[src/rtl/core/erfinv_pkg.sv]
// ----------------------------------------------------------------------------
// erfinv_pkg: shared types and constants for the inverse error function unit
// Fixed-point formats, cell word layouts and the Q30 polynomial coefficient
// tables for the central and tail branches.
// ----------------------------------------------------------------------------
package erfinv_pkg;

   // Input and output fraction bits
   localparam int IN_FRAC_BITS  = 23;
   localparam int OUT_FRAC_BITS = 20;

   // Field width of argument and inverse_value
   localparam int Y_W = 24;

   // Fraction bits of w (log domain) and of the coefficients
   localparam int WQ = 28;
   localparam int CQ = 30;

   // 1 - y*y, padded so that a Q1.30 mantissa can always be taken from the top
   localparam int D_W   = (2 * IN_FRAC_BITS + 1 < 31) ? 31 : 2 * IN_FRAC_BITS + 1;
   localparam int D_OFF = D_W - 1 - 2 * IN_FRAC_BITS;
   localparam int LZ_W  = $clog2(D_W);

   // Normalizer cells each strip up to NORM_STEP leading zeros
   localparam int NORM_STEP  = 8;
   localparam int NORM_CELLS = (D_W - 1 + NORM_STEP - 1) / NORM_STEP;
   localparam int CNT_W      = $clog2(NORM_STEP + 1);

   // Log2 mantissa in Q1.30, one fraction bit per cell
   localparam int M_W       = 31;
   localparam int M_FRAC    = M_W - 1;
   localparam int LOG_CELLS = WQ;

   // w and square root widths
   localparam int W_W    = $clog2(2 * IN_FRAC_BITS + 1) + WQ;
   localparam int V_W    = 2 * ((W_W + WQ + 1) / 2);
   localparam int ROOT_W = V_W / 2;
   localparam int REM_W  = ROOT_W + 2;
   localparam int T_W    = ROOT_W + 1;

   // Horner accumulator in Q30, split into two partial products per step
   localparam int X_W          = 36;
   localparam int XL_W         = 18;
   localparam int XH_W         = X_W - XL_W;
   localparam int HORNER_CELLS = 8;

   // Final scaling shift from Q30 * Q(IN) down to Q(OUT)
   localparam int RES_SHIFT = CQ + IN_FRAC_BITS - OUT_FRAC_BITS;

   // ln 2 in Q28, rounded to nearest
   localparam longint LN2_Q28_L =
      (64'sd6931471806 * 64'sd268435456 + 64'sd5000000000) / 64'sd10000000000;
   localparam logic [WQ-1:0] LN2_Q28 = WQ'(LN2_Q28_L);

   // Central branch coefficients, Q30, highest order first
   localparam logic signed [X_W-1:0] CENTRAL_COEF [0:8] = '{
      X_W'((64'sd281022636 * 64'sd1073741824 + 64'sd5000000000000000)
           / 64'sd10000000000000000),
      X_W'((64'sd343273939 * 64'sd1073741824 + 64'sd500000000000000)
           / 64'sd1000000000000000),
      X_W'(-((64'sd352338770 * 64'sd1073741824 + 64'sd50000000000000)
           / 64'sd100000000000000)),
      X_W'(-((64'sd439150654 * 64'sd1073741824 + 64'sd50000000000000)
           / 64'sd100000000000000)),
      X_W'((64'sd218580870 * 64'sd1073741824 + 64'sd500000000000)
           / 64'sd1000000000000),
      X_W'(-((64'sd125372503 * 64'sd1073741824 + 64'sd50000000000)
           / 64'sd100000000000)),
      X_W'(-((64'sd417768164 * 64'sd1073741824 + 64'sd50000000000)
           / 64'sd100000000000)),
      X_W'((64'sd246640727 * 64'sd1073741824 + 64'sd500000000)
           / 64'sd1000000000),
      X_W'((64'sd150140941 * 64'sd1073741824 + 64'sd50000000)
           / 64'sd100000000)
   };

   // Tail branch coefficients, Q30, highest order first
   localparam logic signed [X_W-1:0] TAIL_COEF [0:8] = '{
      X_W'(-((64'sd200214257 * 64'sd1073741824 + 64'sd500000000000)
           / 64'sd1000000000000)),
      X_W'((64'sd100950558 * 64'sd1073741824 + 64'sd500000000000)
           / 64'sd1000000000000),
      X_W'((64'sd134934322 * 64'sd1073741824 + 64'sd50000000000)
           / 64'sd100000000000),
      X_W'(-((64'sd367342844 * 64'sd1073741824 + 64'sd50000000000)
           / 64'sd100000000000)),
      X_W'((64'sd573950773 * 64'sd1073741824 + 64'sd50000000000)
           / 64'sd100000000000),
      X_W'(-((64'sd762246130 * 64'sd1073741824 + 64'sd50000000000)
           / 64'sd100000000000)),
      X_W'((64'sd943887047 * 64'sd1073741824 + 64'sd50000000000)
           / 64'sd100000000000),
      X_W'((64'sd100167406 * 64'sd1073741824 + 64'sd50000000)
           / 64'sd100000000),
      X_W'((64'sd283297682 * 64'sd1073741824 + 64'sd50000000)
           / 64'sd100000000)
   };

   // Per-item tag carried down the whole chain
   typedef struct packed {
      logic                  sat;
      logic signed [Y_W-1:0] y;
   } tag_type;

   typedef struct packed {
      logic            valid;
      tag_type         tag;
      logic [D_W-1:0]  d;
      logic [LZ_W-1:0] lz;
   } norm_word_type;

   typedef struct packed {
      logic            valid;
      tag_type         tag;
      logic [LZ_W-1:0] lz;
      logic [M_W-1:0]  m;
      logic [WQ-1:0]   frac;
   } log_word_type;

   typedef struct packed {
      logic                  valid;
      tag_type               tag;
      logic                  central;
      logic signed [T_W-1:0] tc;
      logic [V_W-1:0]        v;
      logic [REM_W-1:0]      rem;
      logic [ROOT_W-1:0]     root;
   } sqrt_word_type;

   typedef struct packed {
      logic                  valid;
      tag_type               tag;
      logic                  central;
      logic signed [T_W-1:0] t;
      logic signed [X_W-1:0] x;
   } horner_word_type;

endpackage

[src/rtl/core/erfinv_log_cell.sv]
// ----------------------------------------------------------------------------
// erfinv_log_cell: one fraction bit of the bit-serial log2
// Squares the Q1.30 mantissa, takes the carry out as the next fraction bit.
// ----------------------------------------------------------------------------
module erfinv_log_cell (
   input  logic                     clock,
   input  logic                     reset,
   input  logic                     enable,
   input  erfinv_pkg::log_word_type src_word,
   output erfinv_pkg::log_word_type dst_word
);
   import erfinv_pkg::*;

   log_word_type           word_ff, word_in;
   logic [2*M_W-1:0]       square;
   logic [M_W:0]           scaled;

   // Square, truncate to Q2.30 and renormalize when it reaches two
   always_comb begin
      square       = src_word.m * src_word.m;
      scaled       = square[M_FRAC +: M_W + 1];
      word_in      = src_word;
      word_in.frac = {src_word.frac[WQ-2:0], scaled[M_W]};
      word_in.m    = scaled[M_W] ? scaled[M_W:1] : scaled[M_W-1:0];
   end

   // Advance the word
   always_ff @(posedge clock) begin
      if (reset) begin
         word_ff.valid <= 1'b0;
      end else if (enable) begin
         word_ff <= word_in;
      end
   end

   assign dst_word = word_ff;

endmodule

[config.mk]
export PLATFORM = sky130hd
export DESIGN_NAME = erfinv_log_cell
export DESIGN_NICKNAME = d
export VERILOG_FILES = /design/src/rtl/core/erfinv_pkg.sv /design/src/rtl/core/erfinv_log_cell.sv
export SDC_FILE = /design/constraint.sdc
export NUM_CORES = 2
export LEC_CHECK = 0
export BUFFER_PORTS_ARGS = -buffer_cell sky130_fd_sc_hd__buf_2
export CORE_UTILIZATION = 50
export CTS_CLUSTER_DIAMETER = 30
export DETAILED_ROUTE_END_ITERATION = 8
export PLACE_DENSITY = 0.68
export REMOVE_ABC_BUFFERS = 1
export SYNTH_ARGS = -nofsm -noshare
export SYNTH_HDL_FRONTEND = slang
export SYNTH_SLANG_ARGS = --single-unit
[constraint.sdc]
create_clock -name clock -period 9.7 [get_ports clock]
set_input_delay 1.455 -clock clock [delete_from_list [all_inputs] [get_ports clock]]
set_output_delay 1.455 -clock clock [all_outputs]
set_load 0.02 [all_outputs]
## After elaboration in Yosys (flattened, before gate mapping)

Cells that the tools add are included.

| word-level totals | value |
|---|---|
| register bits | 91 |
| input bits | 94 |
| output and inout bits | 91 |
| logic and storage cells | 11 |

| cells by class | value |
|---|---|
| $mul | 1 |
| mux-type cells | 1 |
| bitwise logic cells | 1 |
| reductions and logical operators | 1 |

Operators by type and width:

| cell | count |
|---|---|
| multiplier 31 x 31 -> 62 bit | 1 |
| 2-to-1 mux 30 bit | 1 |
| AND reduction 2 bit | 1 |
| inverter 1 bit | 1 |

## Longest topological paths before layout

| logic depth | value |
|---|---|
| depth in word-level cells | 2 |
| gate-level depth with buffers | 30 |
| gate-level depth less buffers | 27 |

## Least setup slack after synthesis

Ideal clock, no wire load.

| timing path | value |
|---|---|
| path type | input to register |
| start point | input port src_word[53] (netlist name) |
| end point | register word_ff (netlist bit dst_word[42]), data pin |
| library setup time | 260 ps |
| arrival | 8,451 ps |
| data required time | 9,440 ps |
| setup slack | 990 ps |
| cell stages on the path | 26 |
| cells stage by stage | clkbuf_1 > clkbuf_1 > nand2_1 > fa_1 > fa_1 > inv_1 > fa_1 > inv_1 > fa_1 > inv_1 > fa_1 > fa_1 > fa_1 > inv_1 > fa_1 > inv_1 > ha_1 > nand2_1 > nor4_1 > and2_1 > and2_1 > a22o_1 > a211oi_1 > a211oi_2 > buf_4 > mux2_2 |

RTL lines:

| item | line | source |
|---|---|---|
| start: declaration | erfinv_log_cell.sv:9 | `input erfinv_pkg::log_word_type src_word,` |
| end signal: assignment | erfinv_log_cell.sv:32 | `word_ff <= word_in;` |
| end: declaration | erfinv_log_cell.sv:14 | `log_word_type word_ff, word_in;` |

==> metrics.cfg <==
[status]
run_status=completed

[logic_synthesis]
synth_xor_area_frac=0.0154
synth.distinct_cells=59
synthMuxAreaShare=0.00967
synth_top_family_by_area=adder cells
synth_most_common_cell=inv_1
synthAdderAreaFrac=0.608
yosys_warnings=0
yosys-top-cells-count=911 x inv_1, 747 x fa_1, 308 x nand2_1, 269 x ha_1, 194 x and2_1
syn_avg_cell_area_um2=9.83
ys_seq_area_frac=0.0903
ys_ff_latch=91
synth_top_flop_cell=edfxtp_1
synth_top_cell_by_area=fa_1
synth_edf_count=90
synth_compound_area_frac=0.0459
synth.top_cell.area_share=0.496
synth_area_leaders=fa_1 50%, inv_1 11%, ha_1 11%
postSynth.asyncResetShare=0
syn_inst=3065
synth_simple_gate_area_share=0.103
syn-cell-area_um2=30100

[timing]
min_period_ns=9.32
slew_headroom=0.447
hold_ws_ns=0.508
timing.fmax_ghz=0.107
drv_slew=0
finalSetupTns_ns=0
rsz0062_at_grt=no
skew_ns=0
hold_viol=0
setup_ws_ns=0.385
tightest_slew_ns=0.829
setup_viol=0
period_share=0.960

[die]
core_area_um2=59200
rows=89
die_w_um=248
initial_core_util=0.509
io-pin-count=185
die-area_um2=61300
die_y_um=248

[run]
drv_cap=0

[grt]
overflow=0
grt_pass1_wl_um=121000
first_global_vias=22700
grt_max_degree=67
track_usage=0.258
antenna_found_initial=1

[clock_tree]
cts_setup_buffers=0
clockRootBuffer=clkbuf_16
htreeDepth=3
cts_hold_buf=0
numCtsBuffers=9
clk_pin_slew_worst_paths_ns=0.07
cts_resized=0
clockBufferDepth=2
clkLatencyLatePin_ns=0.33
cts_tree=done
cts.sinks=91

[drt]
drt-wirelength-per-cell_um=18.3
dr.pass1.iters=7
final_antenna_net_count=0
finalWirelength_um=73400
dr.first_iter.drc_count=1142
drc_errors=0
vias_per_cell=5.12
dr_total_vias=20500

[critical_path]
criticalPathCategory=in2reg
path_buf_inv=7
cp_common_cell=fa_1
path_delay_family=adder cells
cp_data_required_time_ns=9.79
r2r_cells=2
cp_slowest_cell=a211oi_1
start_kind=input pin
cp.arrival_ns=9.41
worstPathMaxFanout=21
crit_path_end_kind=flip-flop
critical_path_depth=26
cpPeakStageDelay_ns=0.57

[placed_design]
place_congestion=0.896
dp_slack_ns=0.195
portBuffers=183
hpwl_um=63400

[layout]
fin_nets=4338
area_delta_synth_final_pct=8.03
drive_above_1_share=0.0974
largest_reg_flops=91

[min_path]
hp-class=reg2reg
whs_path_depth=2

cells in the final DEF, fill, tap and decap left out, drive strengths merged, types with 5 or more instances in the layout:
master / n
inv: 917
fa: 747
nand2: 308
ha: 269
buf: 262
and2: 194
edfxtp: 90
a21oi: 68
nor2: 59
a21o: 40
xnor2: 34
o21ai: 26
nand4: 24
mux2: 22
xor2: 19
nand3: 10
o21bai: 10
nor2b: 10
clkbuf: 9
a211oi: 9
o211ai: 8
nor3: 8
and3: 7
a31oi: 7
nor4: 6
o31ai: 6
a22oi: 5
o21a: 5
or2: 5
final cells by class:
cell class | instances | area [um^2]
clock buffer | 9 | 225
sequential | 91 | 2720
antenna | 2 | 5.00
tap | 773 | 967
timing repair buffer | 262 | 1550
multi-input combinational | 1951 | 23600
inverter | 913 | 3430
clock inverter | 7 | 87.6
fill | 5337 | 26700
per-layer routing:
layer  wire (um)  share of wire  GRT usage  up-vias
met4        1700          0.023     0.0507        0
li1            -              -          -     9345
met2       37000           0.50      0.448      573
met1       30400           0.41      0.348    10500
met5           0              0          0        -
met3        4350          0.059     0.0323      103
logic make-up after synthesis:
logic type,count (synthesis)
AO/OA/AOI/OAI,211
XOR/XNOR,53
adder cells (fa/ha/maj),1016
buffers and inverters,1023
flip-flops,91
multiplexers,26
AND/OR/NAND/NOR,645
per-stage QoR:
step | util | instance area [um^2] | std cells
after floorplan | - | 29700 | 2955
after global placement | 0.544 | 32200 | 3990
after detailed placement | 0.544 | 32200 | 3990
after CTS | 0.550 | 32600 | 4006
after global routing | 0.550 | 32600 | 4006
final | 0.550 | 32600 | 4008
worst reg2reg max path, cell delays in order (launching register included):
cell and delay [ns]:
dfxtp_1 0.31, mux2i_1 0.12, nor2_1 0.05
final timing paths:
| path | startpoint | endpoint | slack (ns) |
|---|---|---|---|
| setup / recovery | src_word[40] | dst_word[41] | 0.38 |
| hold / removal | dst_word[90] | dst_word[90] | 0.51 |
| setup reg to reg | dst_word[90] | dst_word[90] | 9.12 |
| hold reg to reg | dst_word[90] | dst_word[90] | 0.51 |
Power is not shown: default switching activity piles up to over one toggle a cycle in this logic, so the estimate is an artifact.
