$ cat src/rtl/core/erfinv_pkg.sv
// ----------------------------------------------------------------------------
// erfinv_pkg: shared types and constants for the inverse error function unit
// Fixed-point formats, cell word layouts and the Q30 polynomial coefficient
// tables for the central and tail branches.
// ----------------------------------------------------------------------------
package erfinv_pkg;

   // Input and output fraction bits
   localparam int IN_FRAC_BITS  = 23;
   localparam int OUT_FRAC_BITS = 20;

   // Field width of argument and inverse_value
   localparam int Y_W = 24;

   // Fraction bits of w (log domain) and of the coefficients
   localparam int WQ = 28;
   localparam int CQ = 30;

   // 1 - y*y, padded so that a Q1.30 mantissa can always be taken from the top
   localparam int D_W   = (2 * IN_FRAC_BITS + 1 < 31) ? 31 : 2 * IN_FRAC_BITS + 1;
   localparam int D_OFF = D_W - 1 - 2 * IN_FRAC_BITS;
   localparam int LZ_W  = $clog2(D_W);

   // Normalizer cells each strip up to NORM_STEP leading zeros
   localparam int NORM_STEP  = 8;
   localparam int NORM_CELLS = (D_W - 1 + NORM_STEP - 1) / NORM_STEP;
   localparam int CNT_W      = $clog2(NORM_STEP + 1);

   // Log2 mantissa in Q1.30, one fraction bit per cell
   localparam int M_W       = 31;
   localparam int M_FRAC    = M_W - 1;
   localparam int LOG_CELLS = WQ;

   // w and square root widths
   localparam int W_W    = $clog2(2 * IN_FRAC_BITS + 1) + WQ;
   localparam int V_W    = 2 * ((W_W + WQ + 1) / 2);
   localparam int ROOT_W = V_W / 2;
   localparam int REM_W  = ROOT_W + 2;
   localparam int T_W    = ROOT_W + 1;

   // Horner accumulator in Q30, split into two partial products per step
   localparam int X_W          = 36;
   localparam int XL_W         = 18;
   localparam int XH_W         = X_W - XL_W;
   localparam int HORNER_CELLS = 8;

   // Final scaling shift from Q30 * Q(IN) down to Q(OUT)
   localparam int RES_SHIFT = CQ + IN_FRAC_BITS - OUT_FRAC_BITS;

   // ln 2 in Q28, rounded to nearest
   localparam longint LN2_Q28_L =
      (64'sd6931471806 * 64'sd268435456 + 64'sd5000000000) / 64'sd10000000000;
   localparam logic [WQ-1:0] LN2_Q28 = WQ'(LN2_Q28_L);

   // Central branch coefficients, Q30, highest order first
   localparam logic signed [X_W-1:0] CENTRAL_COEF [0:8] = '{
      X_W'((64'sd281022636 * 64'sd1073741824 + 64'sd5000000000000000)
           / 64'sd10000000000000000),
      X_W'((64'sd343273939 * 64'sd1073741824 + 64'sd500000000000000)
           / 64'sd1000000000000000),
      X_W'(-((64'sd352338770 * 64'sd1073741824 + 64'sd50000000000000)
           / 64'sd100000000000000)),
      X_W'(-((64'sd439150654 * 64'sd1073741824 + 64'sd50000000000000)
           / 64'sd100000000000000)),
      X_W'((64'sd218580870 * 64'sd1073741824 + 64'sd500000000000)
           / 64'sd1000000000000),
      X_W'(-((64'sd125372503 * 64'sd1073741824 + 64'sd50000000000)
           / 64'sd100000000000)),
      X_W'(-((64'sd417768164 * 64'sd1073741824 + 64'sd50000000000)
           / 64'sd100000000000)),
      X_W'((64'sd246640727 * 64'sd1073741824 + 64'sd500000000)
           / 64'sd1000000000),
      X_W'((64'sd150140941 * 64'sd1073741824 + 64'sd50000000)
           / 64'sd100000000)
   };

   // Tail branch coefficients, Q30, highest order first
   localparam logic signed [X_W-1:0] TAIL_COEF [0:8] = '{
      X_W'(-((64'sd200214257 * 64'sd1073741824 + 64'sd500000000000)
           / 64'sd1000000000000)),
      X_W'((64'sd100950558 * 64'sd1073741824 + 64'sd500000000000)
           / 64'sd1000000000000),
      X_W'((64'sd134934322 * 64'sd1073741824 + 64'sd50000000000)
           / 64'sd100000000000),
      X_W'(-((64'sd367342844 * 64'sd1073741824 + 64'sd50000000000)
           / 64'sd100000000000)),
      X_W'((64'sd573950773 * 64'sd1073741824 + 64'sd50000000000)
           / 64'sd100000000000),
      X_W'(-((64'sd762246130 * 64'sd1073741824 + 64'sd50000000000)
           / 64'sd100000000000)),
      X_W'((64'sd943887047 * 64'sd1073741824 + 64'sd50000000000)
           / 64'sd100000000000),
      X_W'((64'sd100167406 * 64'sd1073741824 + 64'sd50000000)
           / 64'sd100000000),
      X_W'((64'sd283297682 * 64'sd1073741824 + 64'sd50000000)
           / 64'sd100000000)
   };

   // Per-item tag carried down the whole chain
   typedef struct packed {
      logic                  sat;
      logic signed [Y_W-1:0] y;
   } tag_type;

   typedef struct packed {
      logic            valid;
      tag_type         tag;
      logic [D_W-1:0]  d;
      logic [LZ_W-1:0] lz;
   } norm_word_type;

   typedef struct packed {
      logic            valid;
      tag_type         tag;
      logic [LZ_W-1:0] lz;
      logic [M_W-1:0]  m;
      logic [WQ-1:0]   frac;
   } log_word_type;

   typedef struct packed {
      logic                  valid;
      tag_type               tag;
      logic                  central;
      logic signed [T_W-1:0] tc;
      logic [V_W-1:0]        v;
      logic [REM_W-1:0]      rem;
      logic [ROOT_W-1:0]     root;
   } sqrt_word_type;

   typedef struct packed {
      logic                  valid;
      tag_type               tag;
      logic                  central;
      logic signed [T_W-1:0] t;
      logic signed [X_W-1:0] x;
   } horner_word_type;

endpackage

$ cat src/rtl/core/erfinv_horner_cell.sv
// ----------------------------------------------------------------------------
// erfinv_horner_cell: one Horner step x = round(x*t / 2^28) + c
// Two registers: split partial products, then sum, round and add the
// coefficient of the item's branch.
// ----------------------------------------------------------------------------
module erfinv_horner_cell (
   input  logic                                   clock,
   input  logic                                   reset,
   input  logic                                   enable,
   input  logic signed [erfinv_pkg::X_W-1:0]      coef_central,
   input  logic signed [erfinv_pkg::X_W-1:0]      coef_tail,
   input  erfinv_pkg::horner_word_type            src_word,
   output erfinv_pkg::horner_word_type            dst_word
);
   import erfinv_pkg::*;

   localparam int SUM_W = X_W + T_W + 2;

   typedef struct packed {
      logic                         valid;
      tag_type                      tag;
      logic                         central;
      logic signed [T_W-1:0]        t;
      logic signed [XH_W+T_W-1:0]   ph;
      logic signed [XL_W+T_W:0]     pl;
   } mid_type;

   mid_type                mid_ff, mid_in;
   horner_word_type        word_ff, word_in;
   logic signed [XH_W-1:0] x_hi;
   logic signed [XL_W:0]   x_lo;
   logic signed [SUM_W-1:0] sum;
   logic signed [X_W-1:0]  coef;

   // Form the high and low partial products of x*t
   always_comb begin
      x_hi           = src_word.x[X_W-1:XL_W];
      x_lo           = {1'b0, src_word.x[XL_W-1:0]};
      mid_in.valid   = src_word.valid;
      mid_in.tag     = src_word.tag;
      mid_in.central = src_word.central;
      mid_in.t       = src_word.t;
      mid_in.ph      = x_hi * src_word.t;
      mid_in.pl      = x_lo * src_word.t;
   end

   // Recombine, round half up at bit 28 and add the coefficient
   always_comb begin
      coef = mid_ff.central ? coef_central : coef_tail;
      sum  = (SUM_W'(mid_ff.ph) <<< XL_W) + SUM_W'(mid_ff.pl)
             + (SUM_W'(1) <<< (WQ - 1));
      word_in.valid   = mid_ff.valid;
      word_in.tag     = mid_ff.tag;
      word_in.central = mid_ff.central;
      word_in.t       = mid_ff.t;
      word_in.x       = X_W'(sum >>> WQ) + coef;
   end

   // Advance both stages
   always_ff @(posedge clock) begin
      if (reset) begin
         mid_ff.valid  <= 1'b0;
         word_ff.valid <= 1'b0;
      end else if (enable) begin
         mid_ff  <= mid_in;
         word_ff <= word_in;
      end
   end

   assign dst_word = word_ff;

endmodule

$ cat config.mk
export PLATFORM = sky130hd
export DESIGN_NAME = erfinv_horner_cell
export DESIGN_NICKNAME = d
export VERILOG_FILES = /design/src/rtl/core/erfinv_pkg.sv /design/src/rtl/core/erfinv_horner_cell.sv
export SDC_FILE = /design/constraint.sdc
export NUM_CORES = 2
export LEC_CHECK = 0
export ABC_AREA = 1
export BUFFER_PORTS_ARGS = -buffer_cell sky130_fd_sc_hd__clkbuf_2
export CAP_MARGIN = 15
export CORE_MARGIN = 8
export CORE_UTILIZATION = 55
export DETAILED_ROUTE_END_ITERATION = 8
export GPL_ROUTABILITY_DRIVEN = 0
export PLACE_DENSITY_LB_ADDON = 0.25
export SYNTH_ARGS = -nofsm -noshare
export SYNTH_HDL_FRONTEND = slang
export SYNTH_SLANG_ARGS = --single-unit
export TNS_END_PERCENT = 100
$ cat constraint.sdc
create_clock -name clock -period 13 [get_ports clock]
set_input_delay 2.6 -clock clock [delete_from_list [all_inputs] [get_ports clock]]
set_output_delay 2.6 -clock clock [all_outputs]
set_load 0.03 [all_outputs]
==> Yosys cells after proc, flatten, opt, wreduce, memory -nomap -nowiden <==
Index checks and enable logic that the tools add are counted.
{ "word_totals": {"ff_bits": 251, "in_bits": 170, "output_inout_bits": 95, "word_cells": 21} }
{ "op_classes": {"add_sub_neg": 3, "n_mul": 2, "mux": 1, "bitwise": 1, "n_reduce_logical": 1} }
{ "op_table": {"columns": ["op", "n"], "rows": [
  ["adder 64 x 29 -> 64 bit (second input constant)", 1],
  ["adder 64 x 51 -> 64 bit", 1],
  ["multiplier 19 x 32 -> 51 bit", 1],
  ["multiplier 18 x 32 -> 46 bit", 1],
  ["adder 36 bit", 1],
  ["two-way mux 36 bit", 1],
  ["AND reduction 2 bit", 1],
  ["NOT 1 bit", 1]
]} }

==> Longest topological paths before layout <==
{ "depth": {"ltp_word": 3, "mapped_depth": 30, "mapped_depth_nobuf": 29} }

==> Worst setup path before layout <==
Ideal clock, no wire load.
{ "synth_timing": {"path_kind": "input port to flip-flop", "start": "input port enable", "end": "register word_ff, in the netlist dst_word[0] (enable)", "setup_ns": 0.831, "arrival_ns": 12.303, "required_time_ns": 12.169, "slack_ns": -0.134, "path_stages": 2, "n_path_buf": 0, "cell_sequence": "inv_1 > nor2_1"} }
{ "synth_via": {"elab_chain_cells": 1} }
{ "synth_rtl": {"columns": ["element", "line_no", "source"], "rows": [
  ["from (decl)", "erfinv_horner_cell.sv:9", "input logic enable,"],
  ["AND reduction 2 bit (no line)", null, null],
  ["to (signal assigned)", "erfinv_horner_cell.sv:66", "word_ff <= word_in;"],
  ["to (decl)", "erfinv_horner_cell.sv:29", "horner_word_type word_ff, word_in;"]
]} }
Every way passes these cells.
A chain may end at the register's enable or synchronous reset.

==> impl_metrics.yaml <==
outcome:
  status: "finished clean"
global_route:
  grt_remaining_overflow: 0
  grt_start_max_net_pins: 161
  grt_pass1_vias: 47680
  grt_pass1_wl_um: 254500
  antenna_found_initial: 1
  grt_util_all_layers_pct: 28.68
min_path:
  hold_class: "flip-flop to flip-flop"
  holdPathStages: 0
  holdPathEnd: "dst_word[64]$_DFFE_PP_"
  min_from: "mid_ff[129]$_DFFE_PP_"
layout:
  final_common_cell: "inv_1"
  mostFrequentLayoutCells: "2088 x inv_1, 1871 x nand2_1, 1077 x fa_1"
  diodes: 0
  multiInputGateArea_sq_um: 39510
  nets: 8758
  drive_above_1_share_pct: 5.938
  fillers: 9080
  register_area_sq_um: 6977
  area_growth_pct: 6.264
timing:
  drv_slew: 0
  final.min_clock_period_ns: 8.637
  fmaxAchievable_ghz: 0.1158
  hold_viol_final: 0
  tns_ns: 0
  setup_viol: 0
  clock_skew_ns: 0.04574
  worstMarginPinSlew_ns: 1.138
  slew_headroom_pct: 24.12
  rsz0062_at_grt: "false"
  finalCritPeriodShare_pct: 66.44
drt:
  routed_wl_um: 156500
  drc: 0
  antenna_left: 0
  wl_per_cell_um: 18.48
  dr.pass1.iters: 6
  vias: 45160
  via_per_inst: 5.331
  drtIter0Drc: 4246
clock_network:
  clockRootBuffer: "clkbuf_16"
  clkSinkCount: 233
  hold_buffers: 0
  post-cts-setup-buffers: 0
  ctsResizeCount: 0
  cts.clk_slew.worst_paths_ns: 0.08
  clockBufferDepth: 3
  cts_htree_levels: 1
  cts_tree: "done"
  clk_latency_ns: 0.64
  cts_buffers: 30
die:
  initial_core_util_pct: 55.33
  coreArea_sq_um: 99860
  die_area_sq_um: 110800
  io_pins: 265
  fp-row-count: 116
  die_w_um: 332.9
  die_y_um: 332.9
setup_path:
  crit_type: "input pin to flip-flop"
  startpoint_type: "input pin"
  r2r_setup_slack_ns: 8.08
  worst_r2r_path_depth: 20
  rr_endpoint: "dst_word[28]$_DFFE_PP_"
  critPathMaxFanout: 34
  crit_buf_inv: 7
  critPathArrivalTime_ns: 9.00
  crit_path_end_kind: "flip-flop"
  critical_path_required_ns: 13.36
  worstReg2RegStart: "mid_ff[23]$_DFFE_PP_"
  cpPeakStageDelay_ns: 0.63
  crit_family: "adder cells"
  crit_slowest_cell: "clkbuf_2"
  worstPathCellList: "clkbuf_2 > nand2_1 > inv_1 > fa_1 > fa_1 > inv_1 > fa_1 > inv_1 > fa_1 > inv_1 > fa_1 > inv_1 > fa_1 > ha_1 > inv_1 > nor3_1 > nand2_1 > nor3_1 > nand4_1 > nand4_1 > nand2_1"
yosys:
  ys_warn_count: 0
  async_flop_share_pct: 0
  ys_ff_latch: 233
  ys_seq_area_share_pct: 12.63
  syn_inst: 7050
  syn_nets: 8658
  syn_avg_cell_area_sq_um: 7.837
  synth-edff-count: 231
  yosysUniqueCellTypes: 41
  syn_area_sq_um: 55250
  synth_top_flop_cell: "edfxtp_1"
flow_run:
  maxCapViolations: 0
placed_design:
  dpl.hpwl_um: 123900
  port_buffers: 264
## worst max path at each step
stage	cells past startpoint	slack, ns	end	start
global placement	21	3.88	mid_ff[95]$_DFFE_PP_	src_word[67]
CTS	21	4.49	mid_ff[95]$_DFFE_PP_	src_word[67]
finish	21	4.36	mid_ff[95]$_DFFE_PP_	src_word[67]
global route	21	4.04	mid_ff[95]$_DFFE_PP_	src_word[67]
detailed placement	21	3.86	mid_ff[95]$_DFFE_PP_	src_word[67]
floorplan	2	3.88	dst_word[0]$_DFFE_PP_	enable
## layout make-up
class / instances / area share [%]
Sequential cell: 233 / 11.88
Inverter: 2090 / 13.36
Clock buffer: 34 / 1.341
Timing Repair Buffer: 311 / 2.873
Clock inverter: 22 / 0.4795
Multi-Input combinational cell: 4484 / 67.29
Tap cell: 1298 / 2.766
## cell usage after synthesis (3+ instances only)
cell type  instances  area share (%)
a21boi_0          13            0.18
a21o_1            23            0.31
a21oi_1          211             1.9
a31oi_1            5           0.057
and3_1             5           0.057
buf_1              7           0.048
buf_2              5           0.045
clkbuf_1         229             1.6
edfxtp_1         231              13
fa_1            1077              39
ha_1             361             8.2
inv_1           2088              14
mux2_2            34            0.69
nand2_1         1871              13
nand2_2           10            0.11
nand3_1          129             1.2
nand3b_1           8            0.11
nand4_1           50            0.57
nor2_1           369             2.5
nor2_2             3           0.034
nor3_1            30            0.27
nor3_2             3           0.054
o211ai_1           3           0.041
o21a_1             8            0.11
o21ai_0          109            0.99
o21ai_1           11            0.10
o21bai_1          24            0.33
or2_2              6           0.068
xnor2_1           36            0.57
xor2_1            74             1.2
## registers in the layout, summed over array words and instances, names as in the netlist
signal / flops
mid_ff: 138
dst_word: 95
## worst reg2reg max path, cell delays in order (launching register included)
cell and delay (ns):
edfxtp_1 0.54, ha_1 0.36, ha_1 0.33, nand2_1 0.10
nor2_1 0.12, nand2_1 0.08, o211ai_1 0.48, xor2_1 0.41
ha_1 0.39, inv_1 0.11, fa_1 0.51, inv_1 0.17
nand3_1 0.09, nand2_1 0.14, nand3_1 0.08, nand2_1 0.20
nand2_1 0.08, nand2_1 0.13, nand4_1 0.15, nand3_1 0.12
nand2_1 0.06
## metal layers
metal  wire length, um  vias up  track usage (%)
met5                13        -                0
met4              7908        2            12.37
met3             15040      395            4.681
met2             69850     2277            45.72
met1             63730    22030            38.87
li1                  -    20460                -
## cells by family (layout without fill, tap and decap cells)
| group | count (synthesis) | count (layout) | share of synthesized area, % |
|---|---|---|---|
| simple gates | 2490 | 2490 | 17.76 |
| fa+ha+maj | 1438 | 1438 | 47.20 |
| mux | 34 | 34 | 0.6930 |
| buf+inv | 2333 | 2457 | 15.88 |
| xor+xnor | 110 | 110 | 1.744 |
| flops | 233 | 233 | 12.63 |
| compound gates | 412 | 412 | 4.101 |
## metrics by stage
step	setup WS (ns)	instance area [sq um]	hold slack, ns	instances	utilization [%]
after floorplan	3.880	55250	0.4003	7050	-
after global placement	3.884	57640	0.4004	8416	57.72
after detailed placement	3.856	57640	0.4045	8416	57.72
after CTS	4.490	58710	0.4064	8472	58.79
after global routing	4.037	58710	0.4134	8472	58.79
final	4.363	58710	0.4071	8472	58.79
Power is left out: the tool's default activity adds up to more than one toggle a clock period on the data nets, which glitch-free logic cannot reach.
