$ cat src/rtl/core/erfinv_pkg.sv
// ----------------------------------------------------------------------------
// erfinv_pkg: shared types and constants for the inverse error function unit
// Fixed-point formats, cell word layouts and the Q30 polynomial coefficient
// tables for the central and tail branches.
// ----------------------------------------------------------------------------
package erfinv_pkg;

   // Input and output fraction bits
   localparam int IN_FRAC_BITS  = 23;
   localparam int OUT_FRAC_BITS = 20;

   // Field width of argument and inverse_value
   localparam int Y_W = 24;

   // Fraction bits of w (log domain) and of the coefficients
   localparam int WQ = 28;
   localparam int CQ = 30;

   // 1 - y*y, padded so that a Q1.30 mantissa can always be taken from the top
   localparam int D_W   = (2 * IN_FRAC_BITS + 1 < 31) ? 31 : 2 * IN_FRAC_BITS + 1;
   localparam int D_OFF = D_W - 1 - 2 * IN_FRAC_BITS;
   localparam int LZ_W  = $clog2(D_W);

   // Normalizer cells each strip up to NORM_STEP leading zeros
   localparam int NORM_STEP  = 8;
   localparam int NORM_CELLS = (D_W - 1 + NORM_STEP - 1) / NORM_STEP;
   localparam int CNT_W      = $clog2(NORM_STEP + 1);

   // Log2 mantissa in Q1.30, one fraction bit per cell
   localparam int M_W       = 31;
   localparam int M_FRAC    = M_W - 1;
   localparam int LOG_CELLS = WQ;

   // w and square root widths
   localparam int W_W    = $clog2(2 * IN_FRAC_BITS + 1) + WQ;
   localparam int V_W    = 2 * ((W_W + WQ + 1) / 2);
   localparam int ROOT_W = V_W / 2;
   localparam int REM_W  = ROOT_W + 2;
   localparam int T_W    = ROOT_W + 1;

   // Horner accumulator in Q30, split into two partial products per step
   localparam int X_W          = 36;
   localparam int XL_W         = 18;
   localparam int XH_W         = X_W - XL_W;
   localparam int HORNER_CELLS = 8;

   // Final scaling shift from Q30 * Q(IN) down to Q(OUT)
   localparam int RES_SHIFT = CQ + IN_FRAC_BITS - OUT_FRAC_BITS;

   // ln 2 in Q28, rounded to nearest
   localparam longint LN2_Q28_L =
      (64'sd6931471806 * 64'sd268435456 + 64'sd5000000000) / 64'sd10000000000;
   localparam logic [WQ-1:0] LN2_Q28 = WQ'(LN2_Q28_L);

   // Central branch coefficients, Q30, highest order first
   localparam logic signed [X_W-1:0] CENTRAL_COEF [0:8] = '{
      X_W'((64'sd281022636 * 64'sd1073741824 + 64'sd5000000000000000)
           / 64'sd10000000000000000),
      X_W'((64'sd343273939 * 64'sd1073741824 + 64'sd500000000000000)
           / 64'sd1000000000000000),
      X_W'(-((64'sd352338770 * 64'sd1073741824 + 64'sd50000000000000)
           / 64'sd100000000000000)),
      X_W'(-((64'sd439150654 * 64'sd1073741824 + 64'sd50000000000000)
           / 64'sd100000000000000)),
      X_W'((64'sd218580870 * 64'sd1073741824 + 64'sd500000000000)
           / 64'sd1000000000000),
      X_W'(-((64'sd125372503 * 64'sd1073741824 + 64'sd50000000000)
           / 64'sd100000000000)),
      X_W'(-((64'sd417768164 * 64'sd1073741824 + 64'sd50000000000)
           / 64'sd100000000000)),
      X_W'((64'sd246640727 * 64'sd1073741824 + 64'sd500000000)
           / 64'sd1000000000),
      X_W'((64'sd150140941 * 64'sd1073741824 + 64'sd50000000)
           / 64'sd100000000)
   };

   // Tail branch coefficients, Q30, highest order first
   localparam logic signed [X_W-1:0] TAIL_COEF [0:8] = '{
      X_W'(-((64'sd200214257 * 64'sd1073741824 + 64'sd500000000000)
           / 64'sd1000000000000)),
      X_W'((64'sd100950558 * 64'sd1073741824 + 64'sd500000000000)
           / 64'sd1000000000000),
      X_W'((64'sd134934322 * 64'sd1073741824 + 64'sd50000000000)
           / 64'sd100000000000),
      X_W'(-((64'sd367342844 * 64'sd1073741824 + 64'sd50000000000)
           / 64'sd100000000000)),
      X_W'((64'sd573950773 * 64'sd1073741824 + 64'sd50000000000)
           / 64'sd100000000000),
      X_W'(-((64'sd762246130 * 64'sd1073741824 + 64'sd50000000000)
           / 64'sd100000000000)),
      X_W'((64'sd943887047 * 64'sd1073741824 + 64'sd50000000000)
           / 64'sd100000000000),
      X_W'((64'sd100167406 * 64'sd1073741824 + 64'sd50000000)
           / 64'sd100000000),
      X_W'((64'sd283297682 * 64'sd1073741824 + 64'sd50000000)
           / 64'sd100000000)
   };

   // Per-item tag carried down the whole chain
   typedef struct packed {
      logic                  sat;
      logic signed [Y_W-1:0] y;
   } tag_type;

   typedef struct packed {
      logic            valid;
      tag_type         tag;
      logic [D_W-1:0]  d;
      logic [LZ_W-1:0] lz;
   } norm_word_type;

   typedef struct packed {
      logic            valid;
      tag_type         tag;
      logic [LZ_W-1:0] lz;
      logic [M_W-1:0]  m;
      logic [WQ-1:0]   frac;
   } log_word_type;

   typedef struct packed {
      logic                  valid;
      tag_type               tag;
      logic                  central;
      logic signed [T_W-1:0] tc;
      logic [V_W-1:0]        v;
      logic [REM_W-1:0]      rem;
      logic [ROOT_W-1:0]     root;
   } sqrt_word_type;

   typedef struct packed {
      logic                  valid;
      tag_type               tag;
      logic                  central;
      logic signed [T_W-1:0] t;
      logic signed [X_W-1:0] x;
   } horner_word_type;

endpackage

$ cat src/rtl/core/erfinv_sqrt_cell.sv
// ----------------------------------------------------------------------------
// erfinv_sqrt_cell: one root bit of the digit-by-digit square root
// Brings down two radicand bits and decides one root bit by trial subtract.
// ----------------------------------------------------------------------------
module erfinv_sqrt_cell (
   input  logic                      clock,
   input  logic                      reset,
   input  logic                      enable,
   input  erfinv_pkg::sqrt_word_type src_word,
   output erfinv_pkg::sqrt_word_type dst_word
);
   import erfinv_pkg::*;

   sqrt_word_type          word_ff, word_in;
   logic [REM_W+1:0]       partial;
   logic [REM_W+1:0]       trial;

   // Trial subtract of (4*root + 1) from the extended remainder
   always_comb begin
      partial = {src_word.rem, src_word.v[V_W-1 -: 2]};
      trial   = {2'b00, src_word.root, 2'b01};
      word_in = src_word;
      word_in.v = src_word.v << 2;
      if (partial >= trial) begin
         word_in.rem  = REM_W'(partial - trial);
         word_in.root = {src_word.root[ROOT_W-2:0], 1'b1};
      end else begin
         word_in.rem  = REM_W'(partial);
         word_in.root = {src_word.root[ROOT_W-2:0], 1'b0};
      end
   end

   // Advance the word
   always_ff @(posedge clock) begin
      if (reset) begin
         word_ff.valid <= 1'b0;
      end else if (enable) begin
         word_ff <= word_in;
      end
   end

   assign dst_word = word_ff;

endmodule

$ cat config.mk
export PLATFORM = sky130hd
export DESIGN_NAME = erfinv_sqrt_cell
export DESIGN_NICKNAME = d
export VERILOG_FILES = /design/src/rtl/core/erfinv_pkg.sv /design/src/rtl/core/erfinv_sqrt_cell.sv
export SDC_FILE = /design/constraint.sdc
export NUM_CORES = 1
export LEC_CHECK = 0
export BUFFER_PORTS_ARGS = -buffer_cell sky130_fd_sc_hd__buf_2
export CORE_MARGIN = 4
export CORE_UTILIZATION = 30
export CTS_BUF_LIST = sky130_fd_sc_hd__clkbuf_8 sky130_fd_sc_hd__clkbuf_16
export CTS_CLUSTER_DIAMETER = 80
export DETAILED_ROUTE_END_ITERATION = 8
export MAX_ROUTING_LAYER = met4
export PLACE_DENSITY = 0.52
export SKIP_CTS_REPAIR_TIMING = 1
export SLEW_MARGIN = 20
export SYNTH_ARGS = -nofsm -noshare
export SYNTH_HDL_FRONTEND = slang
export SYNTH_SLANG_ARGS = --single-unit
$ cat constraint.sdc
create_clock -name clock -period 12.3 [get_ports clock]
set_input_delay 1.845 -clock clock [delete_from_list [all_inputs] [get_ports clock]]
set_output_delay 1.845 -clock clock [all_outputs]
set_load 0.005 [all_outputs]
# Word level (Yosys, flattened, before mapping)
# Index checks and enable logic that the tools add are counted.
[classes] n_mux=1 bitwise_logic=1 add_sub_neg=1 reduce_logical=1 magnitude_cmp=1
[ops] cell="64-bit two-way mux" count=1
[ops] cell="35-bit by 33-bit >= comparator with 1-bit output" count=1
[ops] cell="33-bit subtractor" count=1
[ops] cell="2-bit AND reduction" count=1
[ops] cell="1-bit inverter" count=1
[totals] in_bits=188 reg_bits=183 output_inout_bits=185

# Longest topological paths before layout
# Gate-level depths: netlist of the first run.
[depth] word_depth=2 depth_mapped=13

# Least setup slack after synthesis of the first run
# Ideal clock, no wire load.
[synth_timing] kind="input to register" start="input reset" end="register word_ff (netlist bit dst_word[0]) (enable)" t_arrival_ps=9905 setup_time_ps=751 required_time_ps=11549 cell_stages=1 setup_slack_ps=1644 path_buffers=0 cell_sequence="nor2b_1"
[synth_via] elab_chain_len=2
[synth_rtl] item="from (decl)" line="erfinv_sqrt_cell.sv:7" rtl="input logic reset,"
[synth_rtl] item="1-bit inverter (no line)"
[synth_rtl] item="2-bit AND reduction (no line)"
[synth_rtl] item="to (signal assigned)" line="erfinv_sqrt_cell.sv:38" rtl="word_ff <= word_in;"
[synth_rtl] item="to (decl)" line="erfinv_sqrt_cell.sv:14" rtl="sqrt_word_type word_ff, word_in;"
# Every way passes these cells.
# A chain may end at the register's enable or synchronous reset.

==> results of run 1 <==
-- through the flow --
step                      power, mW  instance area, sq um  hold WS, ps  setup WS, ps
after floorplan               0.908                  8070          485          1640
after global placement         1.01                 10300          481          7270
after detailed placement       1.01                 10300          484          7220
after CTS                      1.56                 10800          505          7660
after global routing           1.62                 10800          545          7440
final                          1.54                 10900          507          7650
-- path summary, 6_finish.rpt --
kind,from,end,slack (ps),depth (start not counted)
setup reg to reg,dst_word[184],dst_word[184],11720,2
setup / recovery,src_word[24],dst_word[54],7650,10
hold reg to reg,dst_word[184],dst_word[184],510,2
hold / removal,dst_word[184],dst_word[184],510,2
-- routing by layer --
metal  track usage  vias to the layer above  part of all wire
met1         0.175                     2803              0.37
li1              -                     2911                 -
met3        0.0549                       22             0.085
met5             -                        -                 0
met2         0.295                      221              0.53
met4        0.0417                        0             0.012
-- power by group through the flow --
stage / clock network (mW) / registers (mW) / logic [mW]
floorplan: 0 / 0.782 / 0.125
global placement: 0 / 0.766 / 0.244
detailed placement: 0 / 0.766 / 0.244
CTS: 0.561 / 0.753 / 0.246
global route: 0.589 / 0.757 / 0.272
finish: 0.542 / 0.752 / 0.243
-- worst min-delay path, stage by stage, from the launching register on --
cell and delay (ps):
dfxtp_1 340, mux2i_1 70, nor2_1 70
-- cells by family after synthesis --
family | Yosys count | share of synthesized area
adders and majority gates | 33 | 0.0512
other | 1 | 0.000465
and+or+nand+nor | 131 | 0.0801
muxes | 7 | 0.0101
buffers and inverters | 59 | 0.0347
AOI/OAI and AO/OA | 130 | 0.113
xor gates and xnor gates | 28 | 0.0304
DFF | 183 | 0.680
-- cell usage in the layout, fill, tap and decap left out, types with 3 or more instances in the layout --
cell type  count
nand2b_1       6
o21ai_2        3
nand2_1       26
inv_1         44
edfxtp_1     182
xor2_1        15
o21bai_1       6
a2111oi_0      3
nor2_1        46
buf_4          3
a21o_1         7
nand4_1        4
and3_1         6
a21oi_2       17
nand3_1       15
clkinv_8       3
a21oi_1       40
a31oi_1        5
buf_2        370
a221oi_1       3
o211ai_1       3
o21ai_0       18
nor3_1        10
ha_1          33
a211oi_1       6
xnor2_1       13
inv_6          4
diode_2        7
clkbuf_16     17
mux2_1         3
inv_8          3
-- layout make-up --
| class | count | area [sq um] | area share |
|---|---|---|---|
| flip-flops and latches | 183 | 5490 | 0.505 |
| multi-input cells | 331 | 2310 | 0.213 |
| repair buffers | 373 | 1870 | 0.173 |
| clock buffers | 17 | 425 | 0.0392 |
| well taps | 335 | 419 | 0.0386 |
| inverters | 44 | 165 | 0.0152 |
| clock inverters | 15 | 154 | 0.0142 |
| diodes | 7 | 17.5 | 0.00161 |
==> flow_metrics.tcl, run 1 <==
set metrics [dict create \
    clock-skew-final_ps 0 \
    largest_reg_flops 183 \
    timing.final.hold_violations 0 \
    netlist_top_cells_count "182 x edfxtp_1, 46 x nor2_1, 43 x inv_1" \
    cellInternalPower_mw 1.12 \
    synth-seq-cells 183 \
    worstPathArrival_ps 4830 \
    cp_max_fanout 56 \
    critPathTopFamily "compound AO/OA/AOI/OAI gates" \
    boundaryPins 373 \
    timing.critical_path.buf_inv 3 \
    run_status "complete, no violations" \
    cts_made_buffers 17 \
    timing.critical_path.slowest_cell_delay_ps 720 \
    floorplan.die.height_um 172 \
    cell_types_occupying_the_most_area_after_synthesis "edfxtp_1 68%, ha_1 5.1%, a21oi_1 2.5%" \
    share_of_cells_above_drive_strength_1 0.455 \
    drt_iter0_markers 271 \
    synthDominantAreaCellType "edfxtp_1" \
    drc 0 \
    synthMostInstantiatedCell "edfxtp_1" \
    setup_violations 0 \
    numPlacedInstances 1266 \
    floorplan.rows 59 \
    net_count_final 1171 \
    grt.overflow.total 0 \
    max_cap_violations 0 \
    post_synth_inst_count 572 \
    worstSetupEndpointType "flip-flop" \
    wirelength_mm 25.0 \
    sequentialPowerShare 0.490 \
    post_drt_wl_per_cell_um 19.2 \
    num-fill-cells 2562 \
    ys_warn_count 0 \
    post_synth.cell_area_avg_sq_um 14.1 \
    chipWidth_um 172 \
    clockRootBuffer "clkbuf_16" \
    grt_setup_unrepaired "no" \
    powerDensity_nw_per_um2 142 \
    asyncSetResetFlopFracSynth 0 \
    area.growth.synth_to_final_pct 34.5 \
    setup.worst_path.class "in -> reg" \
    clock_tree.htree_level_count 4 \
    firstDrtPassIters 4 \
    grt_start_max_net_pins 76 \
    dpl.hpwl_mm 19.9 \
    grtUsageTotal 0.164 \
    share_comb_of_total_power 0.158 \
    grt_antenna_before_repair 6 \
    power.switching_mw 0.416 \
    die_area_sq_um 29600 \
    detail_route.vias_per_cell 4.56 \
    crit_path_start_kind "input port" \
    floorplan.initialDensity 0.307 \
    synth_sequential_area_ratio 0.680 \
    cts_buffer_depth 2 \
    tritoncts "done" \
    synth.lib_cells_used.distinct 63 \
    fin_tns_setup_ps 0 \
    coreArea_sq_um 26300 \
    clock_power_share 0.353 \
    crit_path_cell_trace "buf_2 -> inv_1 -> ha_1 -> inv_2 -> nor3_1 -> and3_1 -> nand2_1 -> o31a_1 -> a21bo_4 -> mux2_2" \
    timing.slew.headroom 0.368 \
    synth_area_sq_um 8070 \
    tritoncts_num_sinks 183 \
    post-synth-top-area-fraction 0.678 \
    gp_routability_congestion 0.876 \
    crit_slowest_cell "a21bo_4" \
    layout.core_utilization 0.413 \
    required_ps 12490 \
    final.period_utilization 0.378 \
    power_switching_share 0.271 \
    ant_nets 0 \
    fin_crit_ps 4650 \
    worstHoldPathType "reg -> reg" \
    port_buffers 370 \
    first_pass_grt_wire_length_mm 35.1 \
    number_of_enable_flip_flop_cells_after_synthesis 182 \
    clk-insertion-delay-late_ps 430 \
    static-leakage-power_nw 4.63 \
    number_of_cells_in_the_finished_layout_apart_from_fillers 1305 \
    tightestPinTransition_ps 948 \
    dominantRegCellSynth "edfxtp_1" \
    first_global_vias 5869 \
    report.final.slew_viol_count 0 \
    path_clk_slew_ps 80 \
    dr_total_vias 5957 \
    clock.fmax_ghz 0.215 \
    vdd_ir_drop_max_uv 98.6 \
]
Note: power is estimated with default switching activity, not from simulation.
==> run 2, diff against run 1 <==
ABC_AREA = 1   (was default)
PLACE_DENSITY = 0.53   (was 0.52)
clock period = 3.78 ns   (was 12.3 ns; I/O delays follow)
==> flow_metrics.tcl, run 2 <==
set metrics [dict create \
    run_status "complete, no violations" \
    synth.lib_cells_used.distinct 33 \
    required_ps 3970 \
    most_frequent_cells_in_the_layout "370 x buf_2, 296 x nand2_1, 182 x edfxtp_1" \
    timing.final.hold_violations 0 \
    worstPathArrival_ps 3000 \
    yosys.area_share.simple 0.223 \
    fin_crit_ps 2810 \
    fin_tns_setup_ps 0 \
    timing.slew.headroom 0.277 \
    cts_made_buffers 17 \
    cp_max_fanout 35 \
    synth-seq-cells 183 \
    share_comb_of_total_power 0.163 \
    largest_reg_flops 183 \
    grtUsageTotal 0.179 \
    timing.reg2reg.setup_slack_ps 3220 \
    timing.hold.ws_ps 300 \
    num-fill-cells 2948 \
    worstHoldPathType "in -> reg" \
    hold_path_startpoint "src_word[154]" \
    number_of_enable_flip_flop_cells_after_synthesis 182 \
    regToRegStartpoint "dst_word[184]" \
    synth_sequential_area_ratio 0.621 \
    clock_power_share 0.356 \
    grt_setup_unrepaired "no" \
    post_synth_inst_count 878 \
    chipWidth_um 180 \
    wirelength_mm 28.8 \
    crit_path_cell_trace "buf_2 -> inv_1 -> ha_1 -> nand2_1 -> nor2_2 -> nand2_1 -> nor2_2 -> nand2_1 -> nand3_2 -> nor2_4 -> nand2_8 -> nand3_1 -> nand2_1" \
    die_area_sq_um 32300 \
    ant_nets 0 \
    worstSetupEndpointType "flip-flop" \
    tritoncts "done" \
    setup_slack_ps 968 \
    final.period_utilization 0.744 \
    post-synth-top-area-fraction 0.619 \
    drc 0 \
    tightestPinTransition_ps 1090 \
    first_global_vias 7087 \
    clockRootBuffer "clkbuf_16" \
    post-place-ws_ps 414 \
    synth_area_sq_um 8830 \
    asyncSetResetFlopFracSynth 0 \
    crit_slowest_cell "nor2_4" \
    boundaryPins 373 \
    path_clk_slew_ps 80 \
    holdPathStages 1 \
    detail_route.vias_per_cell 4.33 \
    static-leakage-power_nw 5.78 \
    floorplan.rows 62 \
    gp_routability_congestion 0.893 \
    netlist_top_cells_count "296 x nand2_1, 182 x edfxtp_1, 163 x inv_1" \
    synthDominantAreaCellType "edfxtp_1" \
    post_drt_wl_per_cell_um 17.3 \
    floorplan.initialDensity 0.306 \
    synth-compound-area-share 0.0142 \
    grt.overflow.total 0 \
    max_cap_violations 0 \
    cell_types_occupying_the_most_area_after_synthesis "edfxtp_1 62%, nand2_1 13%, inv_1 6.9%" \
    worst_path_most_repeated_cell "nand2_1" \
    post_synth.cell_area_avg_sq_um 10.1 \
    share_of_cells_above_drive_strength_1 0.341 \
    cts_buffer_depth 2 \
    report.final.slew_viol_count 0 \
    clock.fmax_ghz 0.356 \
    layout.cells.most_common "buf_2" \
    port_buffers 370 \
    power.switching_mw 1.41 \
    coreArea_sq_um 28900 \
    synth_fa_ha_area_frac 0.0467 \
    cellInternalPower_mw 3.68 \
    fraction_of_synthesized_cell_area_in_xor_and_xnor_cells 0.0139 \
    synthMostInstantiatedCell "nand2_1" \
    synth_top_family_by_area "simple AND/OR/NAND/NOR gates" \
    clock_tree.htree_level_count 4 \
    drt_iter0_markers 488 \
    floorplan.die.height_um 180 \
    dpl.hpwl_mm 23.1 \
    powerDensity_nw_per_um2 435 \
    area.growth.synth_to_final_pct 32.6 \
    net_count_final 1479 \
    power_switching_share 0.277 \
    dominantRegCellSynth "edfxtp_1" \
    timing.critical_path.slowest_cell_delay_ps 720 \
    total_power_mw 5.09 \
    synthMuxAreaShare 0 \
    first_pass_grt_wire_length_mm 42.7 \
    numPlacedInstances 1623 \
    firstDrtPassIters 5 \
    setup.worst_path.class "in -> reg" \
    clock-skew-final_ps 0 \
    grt_start_max_net_pins 183 \
    sequentialPowerShare 0.481 \
    setup_violations 0 \
    dr_total_vias 7188 \
    r2r_depth 2 \
    clk-insertion-delay-late_ps 430 \
    timing.hold.worst_endpoint "dst_word[154]" \
    regToRegEndpoint "dst_word[184]" \
    ys_warn_count 0 \
    crit_path_start_kind "input port" \
    tritoncts_num_sinks 183 \
    number_of_cells_in_the_finished_layout_apart_from_fillers 1660 \
    grt_antenna_before_repair 4 \
    vdd_ir_drop_max_uv 213 \
]
## run 2: cell types whose count changed after synthesis, moves of 7 or more
cell / change
a21o_1: -7
a21oi_1: -19
a21oi_2: -17
inv_1: +120
nand2_1: +270
nand3_1: +43
nand3_2: +16
nand3b_1: +8
nor2_1: -8
o21ai_0: -17
xnor2_1: -12
## run 2: worst max-delay path by stage
stage	start	endpoint	slack, ps	depth (start not counted)
2_1_floorplan	enable	dst_word[0]	60	2
3_3_place_gp	src_word[21]	dst_word[33]	450	13
3_5_place_dp	src_word[21]	dst_word[33]	410	13
4_1_cts	src_word[21]	dst_word[33]	870	13
5_1_grt	src_word[26]	dst_word[32]	680	12
6_report	src_word[25]	dst_word[48]	970	13
## run 2: routing by layer
layer	vias up	global-route usage	share of wire
met4	0	0.0421	0.014
met1	3304	0.200	0.38
met5	-	-	0
li1	3598	-	-
met2	257	0.325	0.54
met3	29	0.0406	0.060
## run 2: worst max-delay path, delay by kind of cell
kind,cells,cell delay [ps]
buffers and inverters,2,160
and+or+nand+nor,10,1890
adders and majority gates,1,350
## run 2: cell type report
| cell class | instances | area [sq um] | area share |
|---|---|---|---|
| Antenna cell | 5 | 12.5 | 0.00107 |
| Clock buffer | 17 | 425 | 0.0363 |
| Clock inverter | 15 | 164 | 0.0140 |
| Inverter | 166 | 623 | 0.0532 |
| Multi-Input combinational cell | 519 | 2650 | 0.226 |
| Sequential cell | 183 | 5490 | 0.468 |
| Tap cell | 384 | 480 | 0.0410 |
| Timing Repair Buffer | 371 | 1870 | 0.160 |
## run 2: cells by family after synthesis
logic type      Yosys count
flops                   183
buf+inv                 177
xor+xnor                 14
simple gates            446
other cells               1
compound gates           24
fa+ha+maj                33
## run 2: power by group through the flow
stage               Combinational (mW)  Clock (mW)  Sequential (mW)
detailed placement               0.841           0             2.50
finish                           0.830        1.81             2.45
floorplan                        0.423           0             2.52
global placement                 0.833           0             2.50
global route                     0.939        1.94             2.46
CTS                              0.844        1.86             2.45
## run 2: stage by stage
stage,cell area (sq um),utilization
4_1_cts,11700,0.405
3_5_place_dp,11100,0.385
6_report,11700,0.406
5_1_grt,11700,0.406
3_3_place_gp,11100,0.385
2_1_floorplan,8840,-
